$ cat src/hdl/laba_pkg.sv
// Package for the lifetime aliasing block allocator: opcodes, status codes,
// controller states, the bytes-per-pixel table and the command/status structs.
// No dependencies.
package laba_pkg;

   localparam int unsigned SLOTS_DEFAULT = 64;
   localparam logic [53:0] BUDGET_RESET  = 54'd268435456;
   localparam logic [47:0] SIZE_MAX48    = 48'hFFFF_FFFF_0000;
   localparam logic [53:0] MAX54         = {54{1'b1}};

   localparam logic [1:0] OP_ALLOC   = 2'd0;
   localparam logic [1:0] OP_RELEASE = 2'd1;
   localparam logic [1:0] OP_FRAME   = 2'd2;
   localparam logic [1:0] OP_RESET   = 2'd3;

   localparam logic [1:0] ST_OK       = 2'd0;
   localparam logic [1:0] ST_NOTFOUND = 2'd1;
   localparam logic [1:0] ST_FULL     = 2'd2;

   localparam logic CSR_ALIAS_EN = 1'b0;
   localparam logic CSR_BUDGET   = 1'b1;

   typedef enum logic [3:0] {
      S_IDLE, S_MUL1, S_MUL2, S_MUL3, S_MUL4, S_ROUND,
      S_SCAN, S_WAIT, S_COMMIT, S_OUT
   } state_type;

   typedef struct packed {
      logic load;      // capture request
      logic mul_step;  // one serial multiply
      logic round;     // align and saturate size
      logic scan_start;
      logic scan_step;
      logic commit;    // apply op to state
      logic out_load;
   } cmd_type;

   typedef struct packed {
      logic       scan_done;
      logic       full;
   } sts_type;

   function automatic logic [4:0] bpp(input logic [3:0] fmt);
      case (fmt)
         4'd2, 4'd7, 4'd11: bpp = 5'd8;
         4'd3:              bpp = 5'd16;
         4'd4:              bpp = 5'd2;
         default:           bpp = 5'd4;
      endcase
   endfunction

endpackage

$ cat src/hdl/laba_ctrl.sv
// Controller state machine of the allocator: sequences the size multiplies,
// the slot scan and the commit. Depends on laba_pkg.
module laba_ctrl import laba_pkg::*; (
   input  logic    clock,
   input  logic    reset,
   input  logic    req_tvalid,
   output logic    req_tready,
   input  logic    rsp_free,
   input  sts_type sts,
   output cmd_type cmd
);
   state_type state_ff, state_in;

   always_ff @(posedge clock) begin
      if (reset) state_ff <= S_IDLE;
      else       state_ff <= state_in;
   end

   always_comb begin
      state_in = state_ff;
      case (state_ff)
         S_IDLE:   if (req_tvalid) state_in = S_MUL1;
         S_MUL1:   state_in = S_MUL2;
         S_MUL2:   state_in = S_MUL3;
         S_MUL3:   state_in = S_MUL4;
         S_MUL4:   state_in = S_ROUND;
         S_ROUND:  state_in = S_SCAN;
         S_SCAN:   if (sts.scan_done) state_in = S_WAIT;
         S_WAIT:   state_in = S_COMMIT;
         S_COMMIT: state_in = S_OUT;
         S_OUT:    if (rsp_free) state_in = S_IDLE;
         default:  state_in = S_IDLE;
      endcase
   end

   always_comb begin
      cmd = '0;
      req_tready = 1'b0;
      case (state_ff)
         S_IDLE:  begin
            req_tready = 1'b1;
            cmd.load = req_tvalid;
         end
         S_MUL1, S_MUL2, S_MUL3, S_MUL4: cmd.mul_step = 1'b1;
         S_ROUND: begin
            cmd.round = 1'b1;
            cmd.scan_start = 1'b1;
         end
         S_SCAN:   cmd.scan_step = 1'b1;
         S_COMMIT: cmd.commit = 1'b1;
         S_OUT:    cmd.out_load = rsp_free;
         default:  cmd = '0;
      endcase
   end
endmodule

$ cat config.mk
export PLATFORM = sky130hd
export DESIGN_NAME = laba_ctrl
export DESIGN_NICKNAME = d
export VERILOG_FILES = /design/src/hdl/laba_pkg.sv /design/src/hdl/laba_ctrl.sv
export SDC_FILE = /design/constraint.sdc
export NUM_CORES = 1
export LEC_CHECK = 0
export BUFFER_PORTS_ARGS = -buffer_cell sky130_fd_sc_hd__buf_2
export CELL_PAD_IN_SITES_DETAIL_PLACEMENT = 1
export CELL_PAD_IN_SITES_GLOBAL_PLACEMENT = 1
export CORE_AREA = 4 4 41 43
export CTS_CLUSTER_SIZE = 40
export DETAILED_ROUTE_END_ITERATION = 10
export DIE_AREA = 0 0 45 47
export GPL_ROUTABILITY_DRIVEN = 0
export PLACE_DENSITY_LB_ADDON = 0.05
export SYNTH_ARGS = -nofsm -noshare
export SYNTH_HDL_FRONTEND = slang
export SYNTH_SLANG_ARGS = --single-unit
$ cat constraint.sdc
create_clock -name clock -period 1.3 [get_ports clock]
set_clock_uncertainty 0.15 [all_clocks]
set_input_delay 0.26 -clock clock [delete_from_list [all_inputs] [get_ports clock]]
set_output_delay 0.26 -clock clock [all_outputs]
set_load 0.05 [all_outputs]
---- Yosys cells after proc, flatten, opt, wreduce, memory -nomap -nowiden ----
Cells that the tools add are included.
word-level totals
  bits in latches ......................... 0
  memory bits (writable) .................. 0
  input bits .............................. 6
  register bits after elaboration ......... 4
  ROM bits ................................ 0
  memories kept ........................... 0
  logic and storage cells ................. 27
cells by class
  mux-type cells .......................... 11
  divide/modulo/power cells ............... 0
  bitwise gates (word level) .............. 0
  equality and inequality tests ........... 12
  $add $sub $neg .......................... 0
  $mul .................................... 0
  magnitude comparators ................... 0
  reductions and logical operators ........ 3
  shift operators ......................... 0
operators by type and width
  kind                                                              number
  4-bit one-hot mux with 10 select lines                            1
  4-bit by 3-bit == test with 1-bit output (second input constant)  4
  4-bit two-way mux                                                 3
  4-bit by 2-bit == test with 1-bit output (second input constant)  2
  4-bit == test (second input constant)                             2
  1-bit two-way mux                                                 6
  2-bit != test (second input constant)                             3
  4-bit by 1-bit == test with 1-bit output (second input constant)  1
  4-bit zero test                                                   1
  4-bit OR reduction                                                1
  3-bit AND reduction                                               1
  2-bit two-way mux                                                 1

---- Logic depth before layout (Yosys ltp) ----
  word-level depth ........................ 3
  mapped depth ............................ 4

---- Worst setup path after synthesis ----
No wires, ideal clock.
  kind .................................... register to output
  from .................................... register state_ff[0]
  to ...................................... output cmd[6] (netlist name)
  arrival time ............................ 2.645 ns
  slack ................................... -1.755 ns
  required time ........................... 0.890 ns
  path buffers ............................ 1
  cell stages (with the launch flop) ...... 4
  path through ............................ dfxtp_1 buf_2 nor4_1 and2_1
RTL lines
  element                 line             text
  from (decl)             laba_ctrl.sv:12  state_type state_ff, state_in;
  from (signal assigned)  laba_ctrl.sv:16  else state_ff <= state_in;
  to (decl)               laba_ctrl.sv:10  output cmd_type cmd

==> metrics.md <==
| Metric | Value |
|---|---|
| Syn Nets | 41 |
| Clock buffer depth | 2 |
| Relative slew slack | 82.4% |
| Mux cell area share after synthesis | 0% |
| Non-Filler Instances | 70 |
| Critical path launch point type | flop |
| Yosys Warn Count | 0 |
| First-pass GRT wire length | 1640 um |
| Simple-gate share of the synthesized area | 43.2% |
| GRT overflow | 0 |
| N_diodes | 0 |
| M3 GR Usage | 4.60% |
| CP top delay family | simple AND/OR/NAND/NOR gates |
| Sink Count | 4 |
| Clock Latency Late Sink | 0.24 ns |
| Overall die height | 47 um |
| Leakage power | 0.244 nW |
| Synth Cell Area | 284 sq um |
| P&R area growth vs syn | 104% |
| Synth Area in XOR/XNOR | 9.25% |
| VDD IR max | 0.000322 V |
| Worst EP arrival | 1.30 ns |
| Worst-path clk slew | 0.04 ns |
| Synth Area in Adders | 0% |
| Cts bufs inserted | 3 |
| Inst Count DP | 66 |
| Max-cap violations | 0 |
| Post-DP HPWL | 693 um |
| CP max FO | 5 |
| Post-Layout Inst Area | 579 sq um |
| Core area | 1300 sq um |
| Overall Global Routing Usage | 11.4% |
| DRT Wirelength | 1010 um |
| Critical path type | flop to output port |
| Final Cycle Share | 132% |
| Hold_buf cts | 0 |
| Largest family of logic cells by synthesized area | simple AND/OR/NAND/NOR gates |
| CTS Root Cell | clkbuf_4 |
| Antenna-violating nets left | 0 |
| Max Fclk | 584 MHz |
| RSZ-0062 raised after global routing | true |
| Ratio of cells with drive above 1 in the final layout | 72.7% |
| Worst slack, placed | -0.283 ns |
| Met1 global-route usage | 13.6% |
| Largest net degree at the start of global routing | 9 |
| Largest regs | state_ff: 4 flops |
| M2 GR Usage | 16.9% |
| Max reg flops | 4 |
| CP Data Required Time | 0.89 ns |
| Status | finished with violations |
| Setup-failing EPs final | 10 |
| Port bufs | 12 |
| GRT Max-Usage Layer | met2 |
| Initial Util | 21.8% |
| Post-synth cell types | 20 |
| Tot Pwr | 0.000574 W |
| CTS tree | yes |
| Slowest-stage cell, CP | or3b_4 |
| HP Class | input pin to flop |
| Nets | 63 |
| Worst Path Buf+Inv | 1 |
| H-Tree Depth | 1 |
| Failing checks | setup timing |
| Most frequent cells in the layout | buf_4 (9), buf_6 (5), nand2_1 (4), buf_2 (4), buf_8 (4) |
| Drt wl/cell | 14.5 um |
| Crit end category | output port |
| Vias in the first global route | 351 |
| Synthesis-stage register bit count | 4 |
| Synth Area in Compound Gates | 6.61% |
| Worst slew pin tran | 0.263 ns |
| Power Density | 990 nW/um^2 |
| Rows | 13 |
| Most common cell after layout, fill and taps aside | buf_4 |
| Cells after Synth | 35 |
| Die width | 45 um |
| First DRT Iteration DRCs | 4 |
| Initial antenna violation count | 0 |
| Final Hold Fails | 0 |
| Pins Over Slew Limit | 0 |
| Drt via density | 4.67 |
| Via count | 327 |
| DRC | 0 |
| Setup WS post-layout | -0.413 ns |
| CP Cell Sequence | or3b_4 > nor2_4 > buf_8 |
| Delay of the slowest critical-path stage | 0.44 ns |
| R2r setup slk | -0.36 ns |
| Post-DP Area | 444 sq um |
| Die area | 2120 sq um |
| DRT Pass-1 Iters | 4 |
| Syn Area/Cell | 8.11 sq um |
| Boundary Pins | 14 |
| Sequential area share after synthesis | 28.2% |
| Post-route minimum period | 1.71 ns |
| Top reg by flops | state_ff |
cells by family after synthesis:
| logic type | count (synthesis) |
|---|---|
| buf+inv | 5 |
| flops | 4 |
| compound gates | 3 |
| xor+xnor | 3 |
| simple gates | 20 |
timing repair:
action / 4_1_cts / 5_1_grt
setup buffers: 0 / 1
pin swaps: 3 / 1
setup endpoints to repair: 10 / 10
gates resized for setup: 25 / 5
cells in the mapped netlist:
cell type  number  area share [%]
nor3_1          3             5.3
a21oi_1         1             1.8
xor2_1          2             6.2
nor2_1          5             6.6
o21ai_0         1             1.8
nor4b_2         1             5.3
nand2_1         4             5.3
xnor2_1         1             3.1
nand4b_1        1             3.1
or4_1           1             2.6
and4bb_2        1             4.4
buf_2           2             3.5
buf_4           2             5.3
dfxtp_1         4              28
o21ai_2         1             3.1
and2_1          1             2.2
buf_6           1             4.0
nor4_1          1             2.2
or3b_4          1             4.0
nand2b_1        1             2.2
per-layer routing:
metal / vias up / share of wire [%]
met5: - / 0
met4: 0 / 1.4
met3: 2 / 6.4
met2: 15 / 47
met1: 151 / 45
li1: 159 / -
through the flow:
stage	hold slack (ns)	utilization [%]	setup TNS, ns
floorplan	0.172	-	-1.82
detailed placement	0.333	34.1	-1.95
global route	0.100	44.5	-3.66
CTS	0.104	42.4	-3.03
global placement	0.334	34.1	-1.82
finish	0.121	44.5	-3.17
area by class of cell:
type	instances	area [sq um]
fill	161	722
multi-input combinational	26	243
timing repair buffer	22	204
sequential	4	91.3
clock buffer	3	22.5
tap	15	18.8
power breakdown:
| part | internal [W] | switching (W) |
|---|---|---|
| Clock | 0.000103 | 0.0000537 |
| Combinational | 0.000117 | 0.000145 |
| Sequential | 0.000133 | 0.0000208 |
| Total | 0.000354 | 0.000220 |
final timing paths:
check	start	cells past startpoint	end
setup / recovery	state_ff[1]	3	cmd[0]
setup reg to reg	state_ff[1]	5	state_ff[0]
hold / removal	reset	2	state_ff[3]
hold reg to reg	state_ff[3]	2	state_ff[1]
Power figures use the tool's default switching activity.
